==> src/rtl/core/vfm_pkg.sv <==
// shared types and constants for the value frequency mode finder
// no dependencies

package vfm_pkg;

	localparam int DISTINCT_MAX = 16;
	localparam int RECORDS_MAX  = 4096;

	localparam int KEY_W   = 31;
	localparam int FREQ_W  = 13;
	localparam int IDX_W   = $clog2(DISTINCT_MAX);
	localparam int USED_W  = $clog2(DISTINCT_MAX + 1);
	localparam int ENTRY_W = KEY_W + FREQ_W;

	localparam logic [FREQ_W-1:0] FREQ_MAX = FREQ_W'(RECORDS_MAX);
	localparam logic [USED_W-1:0] USED_MAX = USED_W'(DISTINCT_MAX);

	typedef enum logic [1:0] {
		KIND_DISTINCT = 2'd0,
		KIND_MAX      = 2'd1,
		KIND_MIN      = 2'd2
	} kind_t;

	typedef struct packed {
		logic [KEY_W-1:0] key;
		logic             last;
	} req_t;

	typedef struct packed {
		kind_t             kind;
		logic [KEY_W-1:0]  value;
		logic [FREQ_W-1:0] frequency;
		logic              table_full;
		logic              end_of_run;
	} rsp_t;

	typedef struct packed {
		logic [KEY_W-1:0]  value;
		logic [FREQ_W-1:0] count;
	} entry_t;

endpackage

==> src/rtl/core/vfm_ram.sv <==
// generic single write port, single read port ram with registered read
// no dependencies

module vfm_ram #(
	parameter int WIDTH = 8,
	parameter int DEPTH = 16
) (
	input  logic                     clk,
	input  logic                     we,
	input  logic [$clog2(DEPTH)-1:0] waddr,
	input  logic [WIDTH-1:0]         wdata,
	input  logic                     re,
	input  logic [$clog2(DEPTH)-1:0] raddr,
	output logic [WIDTH-1:0]         rdata
);

	logic [WIDTH-1:0] mem [DEPTH];

	always_ff @(posedge clk) begin
		if (we) begin
			mem[waddr] <= wdata;
		end
		if (re) begin
			rdata <= mem[raddr];
		end
	end

endmodule

==> src/rtl/core/value_frequency_mode_finder_core.sv <==
// an item searches the stored entries in order, one entry-memory read per cycle
// a last item adds a scan for the maximum and minimum counts, then reads and checks each entry
// in each of three result runs (distinct, maximum, minimum), held by any output stall
// input stalls while an item or its results are in work; one output register
// reset clears the entry count, overflow flag and control; the entry memory is not cleared
// depends on vfm_pkg and vfm_ram

module value_frequency_mode_finder_core (
	input  logic          clk,
	input  logic          arst_n,
	input  logic          req_valid,
	output logic          req_stall,
	input  vfm_pkg::req_t req,
	output logic          rsp_valid,
	input  logic          rsp_stall,
	output vfm_pkg::rsp_t rsp
);

	typedef enum logic [2:0] {
		ST_IDLE,
		ST_SEARCH,
		ST_SCAN,
		ST_EMIT_RD,
		ST_EMIT_CHK
	} state_t;

	state_t                          state_q;
	logic [vfm_pkg::KEY_W-1:0]       key_q;
	logic                            last_q;
	logic [vfm_pkg::USED_W-1:0]      used_q;
	logic                            overflow_q;
	logic [vfm_pkg::USED_W-1:0]      rd_idx_q;
	logic                            d_vld_s1;
	logic [vfm_pkg::IDX_W-1:0]       d_idx_s1;
	logic [vfm_pkg::FREQ_W-1:0]      maxc_q;
	logic [vfm_pkg::FREQ_W-1:0]      minc_q;
	logic [vfm_pkg::IDX_W-1:0]       last_min_idx_q;
	vfm_pkg::kind_t                  pass_q;
	logic [vfm_pkg::IDX_W-1:0]       emit_idx_q;
	logic                            rsp_valid_q;
	vfm_pkg::rsp_t                   rsp_q;

	logic                            ram_we;
	logic [vfm_pkg::IDX_W-1:0]       ram_waddr;
	vfm_pkg::entry_t                 ram_wdata;
	logic                            ram_re;
	logic [vfm_pkg::IDX_W-1:0]       ram_raddr;
	vfm_pkg::entry_t                 ram_rdata;

	logic                            scan_rd;
	logic                            hit;
	logic                            miss;
	logic                            scan_done;
	logic                            qual;
	logic                            out_free;
	logic                            rsp_load;
	logic                            last_entry;
	logic [vfm_pkg::FREQ_W-1:0]      inc_count;

	vfm_ram #(
		.WIDTH (vfm_pkg::ENTRY_W),
		.DEPTH (vfm_pkg::DISTINCT_MAX)
	) u_entries (
		.clk   (clk),
		.we    (ram_we),
		.waddr (ram_waddr),
		.wdata (ram_wdata),
		.re    (ram_re),
		.raddr (ram_raddr),
		.rdata (ram_rdata)
	);

	assign scan_rd   = (state_q == ST_SEARCH || state_q == ST_SCAN) && (rd_idx_q < used_q);
	assign hit       = (state_q == ST_SEARCH) && d_vld_s1 && (ram_rdata.value == key_q);
	assign miss      = (state_q == ST_SEARCH) && !d_vld_s1 && (rd_idx_q == used_q);
	assign scan_done = !d_vld_s1 && (rd_idx_q == used_q);
	assign inc_count = (ram_rdata.count < vfm_pkg::FREQ_MAX) ?
		ram_rdata.count + vfm_pkg::FREQ_W'(1) : ram_rdata.count;

	assign qual = (pass_q == vfm_pkg::KIND_DISTINCT) ||
		(pass_q == vfm_pkg::KIND_MAX && ram_rdata.count == maxc_q) ||
		(pass_q == vfm_pkg::KIND_MIN && ram_rdata.count == minc_q);
	assign out_free   = !rsp_valid_q || !rsp_stall;
	assign rsp_load   = (state_q == ST_EMIT_CHK) && qual && out_free;
	assign last_entry = ({1'b0, emit_idx_q} + vfm_pkg::USED_W'(1)) == used_q;

	always_comb begin
		ram_we    = 1'b0;
		ram_waddr = d_idx_s1;
		ram_wdata = '{value: key_q, count: inc_count};
		if (hit) begin
			ram_we = 1'b1;
		end else if (miss && used_q < vfm_pkg::USED_MAX) begin
			ram_we    = 1'b1;
			ram_waddr = used_q[vfm_pkg::IDX_W-1:0];
			ram_wdata = '{value: key_q, count: vfm_pkg::FREQ_W'(1)};
		end
	end

	always_comb begin
		ram_re    = scan_rd;
		ram_raddr = rd_idx_q[vfm_pkg::IDX_W-1:0];
		if (state_q == ST_EMIT_RD) begin
			ram_re    = 1'b1;
			ram_raddr = emit_idx_q;
		end
	end

	always_ff @(posedge clk or negedge arst_n) begin
		if (!arst_n) begin
			state_q        <= ST_IDLE;
			used_q         <= '0;
			overflow_q     <= 1'b0;
			rd_idx_q       <= '0;
			d_vld_s1       <= 1'b0;
			rsp_valid_q    <= 1'b0;
			last_q         <= 1'b0;
			pass_q         <= vfm_pkg::KIND_DISTINCT;
			emit_idx_q     <= '0;
		end else begin
			d_vld_s1 <= scan_rd && !hit && !miss;
			d_idx_s1 <= rd_idx_q[vfm_pkg::IDX_W-1:0];
			if (state_q == ST_IDLE || hit || miss) begin
				rd_idx_q <= '0;
			end else if (scan_rd) begin
				rd_idx_q <= rd_idx_q + vfm_pkg::USED_W'(1);
			end
			if (rsp_load) begin
				rsp_valid_q <= 1'b1;
			end else if (rsp_valid_q && !rsp_stall) begin
				rsp_valid_q <= 1'b0;
			end

			unique case (state_q)
				ST_IDLE: begin
					if (req_valid) begin
						key_q   <= req.key;
						last_q  <= req.last;
						state_q <= ST_SEARCH;
					end
				end
				ST_SEARCH: begin
					if (hit || miss) begin
						if (miss) begin
							if (used_q < vfm_pkg::USED_MAX) begin
								used_q <= used_q + vfm_pkg::USED_W'(1);
							end else begin
								overflow_q <= 1'b1;
							end
						end
						maxc_q   <= '0;
						minc_q   <= '1;
						state_q  <= last_q ? ST_SCAN : ST_IDLE;
					end
				end
				ST_SCAN: begin
					if (d_vld_s1) begin
						if (ram_rdata.count > maxc_q) begin
							maxc_q <= ram_rdata.count;
						end
						if (ram_rdata.count <= minc_q) begin
							minc_q         <= ram_rdata.count;
							last_min_idx_q <= d_idx_s1;
						end
					end
					if (scan_done) begin
						pass_q     <= vfm_pkg::KIND_DISTINCT;
						emit_idx_q <= '0;
						state_q    <= ST_EMIT_RD;
					end
				end
				ST_EMIT_RD: begin
					state_q <= ST_EMIT_CHK;
				end
				ST_EMIT_CHK: begin
					if (!qual || out_free) begin
						if (qual) begin
							rsp_q <= '{
								kind:       pass_q,
								value:      ram_rdata.value,
								frequency:  ram_rdata.count,
								table_full: overflow_q,
								end_of_run: (pass_q == vfm_pkg::KIND_MIN) &&
									(emit_idx_q == last_min_idx_q)
							};
						end
						if (!last_entry) begin
							emit_idx_q <= emit_idx_q + vfm_pkg::IDX_W'(1);
							state_q    <= ST_EMIT_RD;
						end else begin
							emit_idx_q <= '0;
							unique case (pass_q)
								vfm_pkg::KIND_DISTINCT: begin
									pass_q  <= vfm_pkg::KIND_MAX;
									state_q <= ST_EMIT_RD;
								end
								vfm_pkg::KIND_MAX: begin
									pass_q  <= vfm_pkg::KIND_MIN;
									state_q <= ST_EMIT_RD;
								end
								default: begin
									used_q     <= '0;
									overflow_q <= 1'b0;
									state_q    <= ST_IDLE;
								end
							endcase
						end
					end
				end
				default: state_q <= ST_IDLE;
			endcase
		end
	end

	assign req_stall = (state_q != ST_IDLE);
	assign rsp_valid = rsp_valid_q;
	assign rsp       = rsp_q;

	a_eor_on_min: assert property (@(posedge clk) disable iff (!arst_n)
		(rsp_valid_q && rsp_q.end_of_run) |-> (rsp_q.kind == vfm_pkg::KIND_MIN))
		else $error("end_of_run on a line that is not a minimum frequency line");

	a_used_bound: assert property (@(posedge clk) disable iff (!arst_n)
		used_q <= vfm_pkg::USED_MAX)
		else $error("entry count beyond table depth");

	a_write_in_search: assert property (@(posedge clk) disable iff (!arst_n)
		ram_we |-> (state_q == ST_SEARCH))
		else $error("entry memory written outside of a search");

	a_min_le_max: assert property (@(posedge clk) disable iff (!arst_n)
		(state_q == ST_EMIT_RD && $past(state_q) == ST_SCAN) |-> (minc_q <= maxc_q))
		else $error("scan left minimum count above maximum count");

endmodule
==> config.mk <==
export PLATFORM = sky130hd
export DESIGN_NAME = value_frequency_mode_finder_core
export DESIGN_NICKNAME = d
export VERILOG_FILES = /design/src/rtl/core/vfm_pkg.sv /design/src/rtl/core/vfm_ram.sv /design/src/rtl/core/value_frequency_mode_finder_core.sv
export SDC_FILE = /design/constraint.sdc
export NUM_CORES = 1
export LEC_CHECK = 0
export CORE_MARGIN = 2
export CORE_UTILIZATION = 45
export DETAILED_ROUTE_END_ITERATION = 6
export DONT_BUFFER_PORTS = 1
export GPL_TIMING_DRIVEN = 1
export PLACE_DENSITY_LB_ADDON = 0.3
export SYNTH_ARGS = -nofsm -noshare
export SYNTH_HDL_FRONTEND = slang
export SYNTH_HIERARCHICAL = 1
export SYNTH_SLANG_ARGS = --single-unit
==> constraint.sdc <==
create_clock -name clk -period 6.85 [get_ports clk]
set_clock_uncertainty 0.15 [all_clocks]
set_input_delay 1.0275 -clock clk [delete_from_list [all_inputs] [get_ports clk]]
set_output_delay 1.0275 -clock clk [all_outputs]
set_load 0.01 [all_outputs]
## Yosys cells after proc, flatten, opt, wreduce, memory -nomap -nowiden

Memories as Yosys holds them, arrays and structs flattened. A register that Yosys moved wholly into a read port is not among the register bits.
Cells that the tools add are included.

- Flip-flop bits (word level): 136
- Bits in writable memories: 704
- Input bits: 36
- Output and inout port bits: 50
- Memories kept: 1

Memory list:

| name | depth | bits a word | read ports | clocked after memory_dff | wr ports | line | RTL |
|---|---|---|---|---|---|---|---|
| u_entries.mem | 16 | 44 | 1 | 1 | 1 | vfm_ram.sv:17 | `logic [WIDTH-1:0] mem [DEPTH];` |

- Add/sub/neg operators: 5
- Order comparisons: 5
- Eq/ne operators: 25
- Muxes and demuxes: 54
- Reductions and logical operators: 49

Operators with widths:

| kind | number |
|---|---|
| 13-bit 2-to-1 mux | 9 |
| 13-bit case mux with 2 select lines | 2 |
| 5-bit 2-to-1 mux | 8 |
| 31-bit == test | 1 |
| 13-bit == test | 2 |
| 4-bit 2-to-1 mux | 6 |
| 1-bit logical AND | 15 |
| 3-bit case mux with 5 select lines | 1 |
| 5-bit AND reduction | 3 |
| 2-bit != test, second input constant | 7 |
| 7-bit AND reduction | 2 |
| 13-bit by 1-bit adder with 13-bit output, second input constant | 1 |
| 13-bit greater-than comparator | 1 |
| 13-bit <= comparator | 1 |
| 13-bit less-than comparator, second input constant | 1 |
| 1-bit 2-to-1 mux | 13 |
| 2-bit 2-to-1 mux | 6 |
| 3-bit 2-to-1 mux | 4 |
| 4-bit AND reduction | 3 |
| 5-bit by 1-bit adder with 5-bit output, second input constant | 2 |
| 5-bit == test | 2 |
| 2-bit by 1-bit != test with 1-bit output, second input constant | 5 |
| 5-bit case mux with 2 select lines | 1 |
| 2-bit nonzero test | 5 |
| other kinds (22) | 37 |

## Longest topological paths before layout

Gate-level depths: netlist of run 1.

- Depth after elaboration: 8
- Depth in mapped cells: 11
- Gate-level depth less buffers: 9

## Hierarchy

The synthesis of run 1 kept the hierarchy.

Modules (own cells, without submodules):

| module | times used | cells each | area an instance (um^2) | sequential area each (um^2) |
|---|---|---|---|---|
| vfm_ram | 1 | 1142 | 27706.6 | 22461.5 |
| value_frequency_mode_finder_core | 1 | 516 | 6543.8 | 3968.8 |

## Worst setup path before layout of run 1

OpenSTA, ideal clock, no wires.

- Path type: register to register
- Start point: reg used_q[4] (netlist bit)
- End point: mem u_entries/mem[0][0] (netlist bit), enable pin
- Arrival time: 5.553 ns
- Setup slack: 0.647 ns
- Stages on the path, launching flop included: 10
- Path buffers: 0
- Cells stage by stage: dfrtp_1 -> inv_1 -> ha_1 -> nand4_1 -> nor3b_2 -> nand2_1 -> nor2_2 -> mux2_2 -> or3b_2 -> nor3_1

- Elaborated cells between the ends (all ways): 10
- Those cells by class: order compare: 1; eq/ne: 1; mux: 6; reduce/logical: 2

RTL lines:

| item | line | RTL |
|---|---|---|
| start: declaration | value_frequency_mode_finder_core.sv:30 | `logic [vfm_pkg::USED_W-1:0] used_q;` |
| start signal: assignment | value_frequency_mode_finder_core.sv:146 | `used_q <= used_q + vfm_pkg::USED_W'(1);` |
| parallel branches: the longest is 2 deep, another holds 5-bit less-than comparator | n/a |  |
| 1-bit logical AND * | value_frequency_mode_finder_core.sv:93 | `end else if (miss && used_q < vfm_pkg::USED_MAX) begin` |
| 4-bit 2-to-1 mux * | value_frequency_mode_finder_core.sv:93 |  |
| 4-bit 2-to-1 mux * | value_frequency_mode_finder_core.sv:91 | `if (hit) begin` |
| net ram_waddr, one bit | value_frequency_mode_finder_core.sv:44 | `logic [vfm_pkg::IDX_W-1:0] ram_waddr;` |
| end: declaration | vfm_ram.sv:17 |  |

Mark *: on every way through the listed nets, which the timed path passes.

## Worst setup path in the final report of run 1

- Start point: reg used_q[4] (netlist bit)
- End point: mem u_entries/mem[6][21] (netlist bit), enable pin

Same word-level chain as after synthesis.

==> results of run 1 <==
[worst paths after layout]
kind	slack [ns]	to	cells after the start
max	1.86	u_entries/mem[6][21]	10
max in group asynchronous	5.70	used_q[1]	2
min in group asynchronous	0.65	rsp_valid	2
min	0.31	key_q[7]	0
min reg2reg	0.32	rsp[34]	0
max reg2reg	1.86	u_entries/mem[6][21]	10
[cell usage after synthesis (16+ instances only)]
library cell	count
nand2_1	72
dfrtp_1	23
a21oi_1	16
nand3_1	22
a22oi_1	88
nand2b_1	17
ha_1	35
o21ai_0	16
inv_1	42
xnor2_1	35
mux4_2	176
clkbuf_1	28
nor2_1	42
edfxtp_1	861
[area by class of cell]
cell class	count	area, sq um	area share (%)
Tap cell	978	1224	3.165
Multi-Input combinational cell	663	7478	19.34
Sequential cell	884	26430	68.36
Timing Repair Buffer	46	397.9	1.029
Inverter	42	157.7	0.4077
Clock buffer	105	2308	5.970
Clock inverter	63	669.4	1.731
[layout by cell type (no fill, tap or decap), drive strengths merged, types with 23 or more instances in the layout]
cell type  Yosys  routed
edfxtp       861     861
mux4         176     176
clkbuf        29     105
a22oi         89      89
nand2         72      72
inv           42      49
buf           40      45
nor2          44      44
clkinv         0      44
xnor2         35      35
ha            35      35
dfrtp         23      23
[state kept, by name, indices dropped and copies added (netlist names)]
| signal | cells |
|---|---|
| u_entries/mem | 704 |
| rsp | 48 |
| u_entries/rdata | 44 |
| key_q | 31 |
| maxc_q | 13 |
| minc_q | 13 |
| rd_idx_q | 5 |
| used_q | 5 |
| d_idx_s1 | 4 |
| emit_idx_q | 4 |
| last_min_idx_q | 4 |
| state_q | 3 |
| pass_q | 2 |
| d_vld_s1 | 1 |
| last_q | 1 |
| overflow_q | 1 |
| rsp_valid | 1 |
[cells by family (layout without fill, tap and decap cells)]
| logic type | count (synthesis) | count (layout) | synth area share, % |
|---|---|---|---|
| DFF | 884 | 884 | 77.17 |
| and+or+nand+nor | 233 | 233 | 3.427 |
| AOI/OAI and AO/OA | 160 | 160 | 3.427 |
| adders and majority gates | 35 | 35 | 1.279 |
| xor gates and xnor gates | 48 | 48 | 1.227 |
| buffers and inverters | 111 | 256 | 1.545 |
| muxes | 187 | 187 | 11.93 |
[critical path, cell delays in order (launching register included)]
cell and delay, ns:
dfrtp_1 0.47, inv_1 0.15, ha_1 0.34, nand4_1 0.15, nor3b_2 0.41, nand2_1 0.20, nor2_2 0.58, mux2_2 0.44
nand3b_1 0.38, nor2_4 0.92, buf_4 0.48
[through the flow]
step                      std cells  hold WS (ns)  area [sq um]
after floorplan                1658        0.2722         34250
after detailed placement       2611        0.3094         35660
final                          2781        0.3099         38670
after global routing           2781        0.2778         38670
after CTS                      2781        0.2700         38670
after global placement         2611        0.3033         35660
[power breakdown]
part	internal (mW)	switching, mW	total (mW)
registers	6.67	0.396	7.07
logic	1.42	1.90	3.32
clock network	2.82	2.07	4.89
[layer usage]
| metal | vias up | wire length, um | GRT usage [%] |
|---|---|---|---|
| met5 | - | 11 | 0 |
| met4 | 2 | 1737 | 5.101 |
| met3 | 112 | 5653 | 4.537 |
| met2 | 565 | 35640 | 30.68 |
| met1 | 8681 | 31810 | 27.40 |
| li1 | 6954 | - | - |
[what timing repair did]
| item | 4_1_cts | 5_1_grt |
|---|---|---|
| hold endpoints to repair | 23 | 0 |
| hold buffers | 2 | 0 |
| setup buffers | 0 | 0 |
==> metrics.yaml, run 1 <==
sta:
  setup_tns_ns: 0
  setup_slack_ns: 1.860
  fin_crit_ns: 4.990
  rsz0062_at_grt: "no"
  worstMarginPinSlew_ns: 1.239
  final_max_slew_viol_count: 0
  max_freq_mhz: 200.4
  hold_violations: 0
  setup_viol: 0
  maxSlewHeadroom_pct: 17.38
  finalCritPeriodShare_pct: 72.85
cells_and_area:
  antennaDiodeCount: 0
  fin_nets: 1798
  fill_cells: 5890
  drive_above_1_share_pct: 22.52
  final_util_pct: 51.08
  area_delta_synth_final_pct: 12.89
yosys:
  synth_area_leader_cell: "edfxtp_1"
  netlist.area_leader.share_pct: 75.49
  syn_area_sq_um: 34250
  synth_cell_types: 65
  yosys_warnings: 6
  yosys_register_bits: 884
  synth_area_leaders: "edfxtp_1, mux4_2, a22oi_1"
  synthCells: 1658
  ys.flop_type: "edfxtp_1"
  syn_avg_cell_area_sq_um: 20.66
  ys_seq_area_share_pct: 77.17
  synthesis.nets: 1729
  synthArstFlopShare_pct: 2.602
  synth_edf_count: 861
global_routing:
  grt_pass1_vias: 16751
  grt_max_degree: 98
  track_usage_pct: 19.42
  grt_pass1_wl_mm: 110.6
  antenna_found_initial: 2
  grt-ovfl-total: 0
power:
  p_leak_nw: 12.28
  ir_worst_vdd_mv: 0.3270
  powerDensity_nw_per_um2: 395.1
  finalPower_mw: 15.28
cts:
  htree_levels: 3
  clk_pin_slew_ns: 0.06
  cts-root-buf: "clkbuf_16"
  cts_tree: "yes"
  clk_latency_ns: 0.66
  clockBufferDepth: 3
  cts_resized: 0
  numCtsBuffers: 90
  cts_sinks: 884
route:
  antenna_left: 0
  wl_per_cell_um: 26.92
  via_count: 16314
  via_per_inst: 5.866
  drc: 0
  drt_iter0_drc: 1470
  dr.pass1.iters: 5
  drt_wl_total_mm: 74.86
place:
  dp_slack_ns: 1.846
  port_buffers: 0
  hpwl_mm: 42.05
  gp_congestion: 0.8327
hold_path:
  worstHoldStart: "req[8]"
  hold_path_class: "in -> reg"
outcome:
  status: "finished clean"
floorplan:
  fp.coreArea_sq_um: 75700
  fp.dieArea_sq_um: 78340
  die_w_um: 279.9
  die_h_um: 279.9
  start_util_pct: 45.25
  row_count: 101
  io_pins: 86
setup_path:
  timing.critical_path.from: "used_q[4]"
  rr_startpoint: "used_q[4]"
  worstPathMaxFanout: 26
  arrival_ns: 5.14
  cp-start-kind: "flop"
  cp-end-kind: "flop"
  crit_required_ns: 7.00
  crit_type: "reg -> reg"
run:
  maxCapViolCount: 0
Power figures use the tool's default switching activity.
==> run 2: changes to the inputs <==
Clock period 6.85 ns to 4.5 ns, I/O delays scaled along.
==> metrics.yaml, run 2 (synthesized netlist as in run 1, its figures left out) <==
outcome:
  status: "finished clean"
setup_path:
  crit_buf_inv: 2  # unchanged
  crit_type: "reg -> reg"
  path_cells: "inv_1 -> ha_1 -> nand4_1 -> nor3b_2 -> nand2_1 -> nor2_2 -> mux2_2 -> nand3b_1 -> nor3_4 -> buf_4"
  crit_slowest_cell: "dfrtp_1"
  critPathMaxStageDelay_ns: 0.49  # -0.43 ns
  cp-start-kind: "flop"
  crit_required_ns: 4.62  # -2.38 ns
  arrival_ns: 4.28  # -0.86 ns
  cp-end-kind: "flop"
  crit_family: "simple AND/OR/NAND/NOR gates"
  worstPathMaxFanout: 20  # -23%
hold_path:
  hold_path_class: "in -> reg"
sta:
  hold_violations: 0  # unchanged
  maxSlewHeadroom_pct: 18.67  # +1.3 points
  setup_tns_ns: 0  # unchanged
  worstMarginPinSlew_ns: 1.215  # -0.02379 ns
  rsz0062_at_grt: "no"
  fin_crit_ns: 4.159  # -0.8315 ns
  finalCritPeriodShare_pct: 92.42  # +20 points
  final_max_slew_viol_count: 0  # unchanged
  setup_slack_ns: 0.3411  # -1.518 ns
  setup_viol: 0  # unchanged
  max_freq_mhz: 240.4  # +20%
cts:
  cts_tree: "yes"
  htree_levels: 3  # unchanged
  clockBufferDepth: 3  # unchanged
  cts-root-buf: "clkbuf_16"
  numCtsBuffers: 89  # -1.1%
  postCtsSetupBuffers: 0  # unchanged
  holdBufCountCts: 33  # +31
  clk_latency_ns: 0.66  # about the same
  clk_pin_slew_ns: 0.06  # about the same
  cts_resized: 0  # unchanged
  cts_sinks: 884  # unchanged
cells_and_area:
  drive_above_1_share_pct: 22.61  # +0.089 points
  postLayoutCellArea_sq_um: 39280  # +1.6%
  final_util_pct: 51.89  # +0.81 points
  largest_reg_flops: 704  # unchanged
  antennaDiodeCount: 0  # unchanged
  area_delta_synth_final_pct: 14.68
  fin_nets: 1848  # +2.8%
  top_register: "u_entries/mem"
  fill_cells: 5816  # -1.3%
  final_cells: 2827  # +1.7%
  mostFrequentLayoutCells: "edfxtp_1, mux4_2, clkbuf_16"
  final_common_cell: "edfxtp_1"
global_routing:
  grt_max_degree: 63  # -36%
  grt_pass1_vias: 16824  # +0.44%
  grt_pass1_wl_mm: 113.2  # +2.4%
  track_usage_pct: 19.86  # +0.45 points
  grt-ovfl-total: 0  # unchanged
  antenna_found_initial: 2  # unchanged
power:
  p_leak_nw: 12.52  # +2.0%
  powerDensity_nw_per_um2: 587.7  # +49%
  ir_worst_vdd_mv: 0.4112  # +26%
route:
  via_count: 16583  # +1.6%
  via_per_inst: 5.866  # about the same
  dr.pass1.iters: 7  # +2
  drt_wl_total_mm: 76.48  # +2.2%
  drc: 0  # unchanged
  antenna_left: 0  # unchanged
  drt_iter0_drc: 1860  # +27%
  wl_per_cell_um: 27.05  # +0.51%
run:
  maxCapViolCount: 0  # unchanged
floorplan:
  fp.dieArea_sq_um: 78340  # unchanged
  die_h_um: 279.9  # unchanged
  row_count: 101  # unchanged
  fp.coreArea_sq_um: 75700  # unchanged
  start_util_pct: 45.25  # unchanged
  die_w_um: 279.9  # unchanged
  io_pins: 86  # unchanged
place:
  dp_slack_ns: 0.4273  # -1.419 ns
  hpwl_mm: 43.01  # +2.3%
  dpl_cell_area_sq_um: 36090  # +1.2%
  gp_congestion: 0.8135  # -2.3%
  port_buffers: 0  # unchanged
  dp_cells: 2631  # +0.77%
[run 2: changes by cell type in the layout (fill, tap and decap cells not counted)]
cell	delta
nor3_4	+5
clkinv_4	+1
dlygate4sd3_1	+31
clkbuf_1	+5
bufinv_16	-1
inv_8	-1
clkinv_2	-2
buf_12	+20
clkinv_16	-2
inv_6	-2
nor3_2	-5
clkinv_1	-2
inv_16	-1
[run 2: cell type report]
| cell class | count | area [sq um] | share of cell area [%] |
|---|---|---|---|
| Timing Repair Buffer | 97 | 1109 | 2.822 |
| Clock inverter | 53 | 521.8 | 1.328 |
| Clock buffer | 110 | 2327 | 5.925 |
| Inverter | 42 | 157.7 | 0.4014 |
| Multi-Input combinational cell | 663 | 7510 | 19.12 |
| Sequential cell | 884 | 26430 | 67.29 |
| Tap cell | 978 | 1224 | 3.115 |
[run 2: path summary, 6_finish.rpt]
check                                          from              endpoint  slack, ns  cells after the start
max in group asynchronous                    arst_n           rd_idx_q[3]       3.66                      2
worst max-delay path                      used_q[4]  u_entries/mem[8][17]       0.34                     10
worst max register to register            used_q[4]  u_entries/mem[8][17]       0.34                     10
min in group asynchronous                    arst_n             rsp_valid       0.34                      2
worst min register to register  u_entries/rdata[36]               rsp[38]       0.33                      0
worst min-delay path                         req[0]                last_q       0.06                      1
[run 2: through the flow]
stage          power (mW)  hold slack, ns
6_report            23.08         0.06385
5_1_grt             24.05         0.03999
4_1_cts             23.29         0.03298
3_5_place_dp        16.01          0.2306
3_3_place_gp        15.92          0.2305
2_1_floorplan       14.37          0.2294
[run 2: metal layers]
layer  vias to the layer above  global-route usage (%)  part of all wire [%]  wire (um)
li1                       7051                       -                     -          -
met1                      8856                   28.45                    44      33320
met2                       551                   31.62                    48      36730
met3                       121                   3.536                   6.0       4614
met4                         4                   5.553                   2.3       1785
met5                         -                       0                 0.031         24
[run 2: power by group]
part	switching, mW	leakage, nW	internal, mW	total (mW)
clock	3.06	1.39	4.20	7.26
combinational	2.87	3.08	2.22	5.09
sequential	0.590	8.05	10.1	10.7
==> run 3: changes to the inputs <==
Settings changed: BUFFER_PORTS_ARGS set to -buffer_cell sky130_fd_sc_hd__buf_2, DONT_BUFFER_PORTS 1 to unset.
==> metrics.yaml, run 3 (synthesized netlist as in run 1, its figures left out) <==
setup_path:
  crit_slowest_cell: "or3b_2"
  worstPathMaxFanout: 44  # +120%
  critPathMaxStageDelay_ns: 0.63  # +0.14 ns
  path_cells: "xnor2_1 -> nand3_1 -> nor3_1 -> nand4_1 -> o21ai_0 -> or3b_2 -> nor3_4 -> buf_12"
  arrival_ns: 4.24  # -0.04 ns
  cp-start-kind: "flop"
  cp-end-kind: "flop"
  crit_family: "simple AND/OR/NAND/NOR gates"
  crit_buf_inv: 1  # -1
  crit_required_ns: 4.64  # +0.02 ns
  crit_type: "reg -> reg"
sta:
  max_freq_mhz: 243.9  # +1.4%
  rsz0062_at_grt: "no"
  setup_slack_ns: 0.3992  # +0.05818 ns
  worstMarginPinSlew_ns: 1.108  # -0.1073 ns
  maxSlewHeadroom_pct: 25.85  # +7.2 points
  hold_violations: 0  # unchanged
  finalCritPeriodShare_pct: 91.13  # -1.3 points
  setup_viol: 0  # unchanged
  fin_crit_ns: 4.101  # -0.05818 ns
  final_max_slew_viol_count: 0  # unchanged
route:
  drc: 0  # unchanged
  drt_iter0_drc: 1738  # -6.6%
  drt_wl_total_mm: 74.36  # -2.8%
  dr.pass1.iters: 7  # unchanged
  via_per_inst: 5.819  # -0.79%
  wl_per_cell_um: 25.93  # -4.2%
  antenna_left: 0  # unchanged
  via_count: 16690  # +0.65%
cts:
  htree_levels: 3  # unchanged
  numCtsBuffers: 88  # -1.1%
  clk_latency_ns: 0.65  # about the same
  cts_sinks: 884  # unchanged
  cts_tree: "yes"
  cts-root-buf: "clkbuf_16"
  clk_pin_slew_ns: 0.06  # about the same
  clockBufferDepth: 3  # unchanged
  postCtsSetupBuffers: 0  # unchanged
cells_and_area:
  fin_nets: 1895  # +2.5%
  largest_reg_flops: 704  # unchanged
  postLayoutCellArea_sq_um: 39320  # +0.11%
  final_util_pct: 51.95  # +0.058 points
  top_register: "u_entries/mem"
  drive_above_1_share_pct: 25.89  # +3.3 points
  mostFrequentLayoutCells: "edfxtp_1, mux4_2, clkbuf_16"
  final_cells: 2868  # +1.5%
  final_common_cell: "edfxtp_1"
  area_delta_synth_final_pct: 14.81
power:
  ir_worst_vdd_mv: 0.3462  # -16%
  p_leak_nw: 12.67  # +1.2%
  powerDensity_nw_per_um2: 584.8  # -0.50%
global_routing:
  track_usage_pct: 19.20  # -0.67 points
  grt-ovfl-total: 0  # unchanged
  grt_pass1_vias: 17228  # +2.4%
  grt_pass1_wl_mm: 110.2  # -2.7%
  busiest_layer: "met2"
  grtUsageMet3_pct: 3.286  # -0.25 points
  use_met1_pct: 26.58  # -1.9 points
  grt_max_degree: 55  # -13%
  antenna_found_initial: 1  # -1
  grt_util_met2_pct: 31.65  # +0.032 points
place:
  port_buffers: 85  # +85
  dp_cells: 2711  # +3.0%
  hpwl_mm: 40.90  # -4.9%
  dpl_cell_area_sq_um: 36490  # +1.1%
  gp_congestion: 0.8125  # -0.12%
  dp_slack_ns: 0.3197  # -0.1076 ns
floorplan:
  fp.coreArea_sq_um: 75700  # unchanged
  fp.dieArea_sq_um: 78340  # unchanged
  die_h_um: 279.9  # unchanged
  row_count: 101  # unchanged
  start_util_pct: 45.25  # unchanged
  io_pins: 86  # unchanged
  die_w_um: 279.9  # unchanged
outcome:
  status: "finished clean"
run:
  maxCapViolCount: 0  # unchanged
hold_path:
  hold_path_class: "in -> reg"
run 3: worst reg2reg max path, cell delays in order (launching register included):
cell and delay [ns]:
edfxtp_1 0.61, xnor2_1 0.55, nand3_1 0.34, nor3_1 0.22
nand4_1 0.36, o21ai_0 0.34, or3b_2 0.63, nor3_4 0.20
buf_12 0.33
run 3: through the flow:
stage / power, mW / hold WS, ns / setup TNS, ns
floorplan: 14.37 / 0.2294 / -75.08
global placement: 15.95 / 0.3071 / 0
detailed placement: 16.04 / 0.3155 / 0
CTS: 23.22 / 0.01825 / 0
global route: 23.96 / 0.02671 / 0
finish: 22.99 / 0.05490 / 0
run 3: timing repair:
item / CTS / global route
hold endpoints to repair: 7 / 0
resized for setup: 0 / 0
hold buffers: 1 / 0
run 3: area by class of cell:
class	instances	area, sq um
Tap cell	978	1224
Clock buffer	105	2287
Inverter	42	157.7
Multi-Input combinational cell	663	7510
Timing Repair Buffer	145	1179
Sequential cell	884	26430
Clock inverter	50	533.0
Fill cell	5823	36370
Antenna cell	1	2.502
run 3: where the power goes:
group	internal [mW]	switching, mW
clock network	4.15	3.02
registers	10.1	0.582
logic	2.23	2.86
run 3: path summary, 6_finish.rpt:
check	to	slack, ns	startpoint	cells past startpoint
worst max-delay path	u_entries/mem[0][4]	0.40	key_q[2]	8
worst min-delay path	key_q[0]	0.05	req[1]	1
worst max register to register	u_entries/mem[0][4]	0.40	key_q[2]	8
worst min register to register	rsp[25]	0.33	u_entries/rdata[23]	0
max in group asynchronous	used_q[0]	3.36	arst_n	3
min in group asynchronous	last_q	0.28	arst_n	2
run 3: metal layers:
metal	up-vias	share of wire (%)
met5	-	0
met4	0	2.4
met3	118	6.5
met2	640	49
met1	8790	42
li1	7142	-
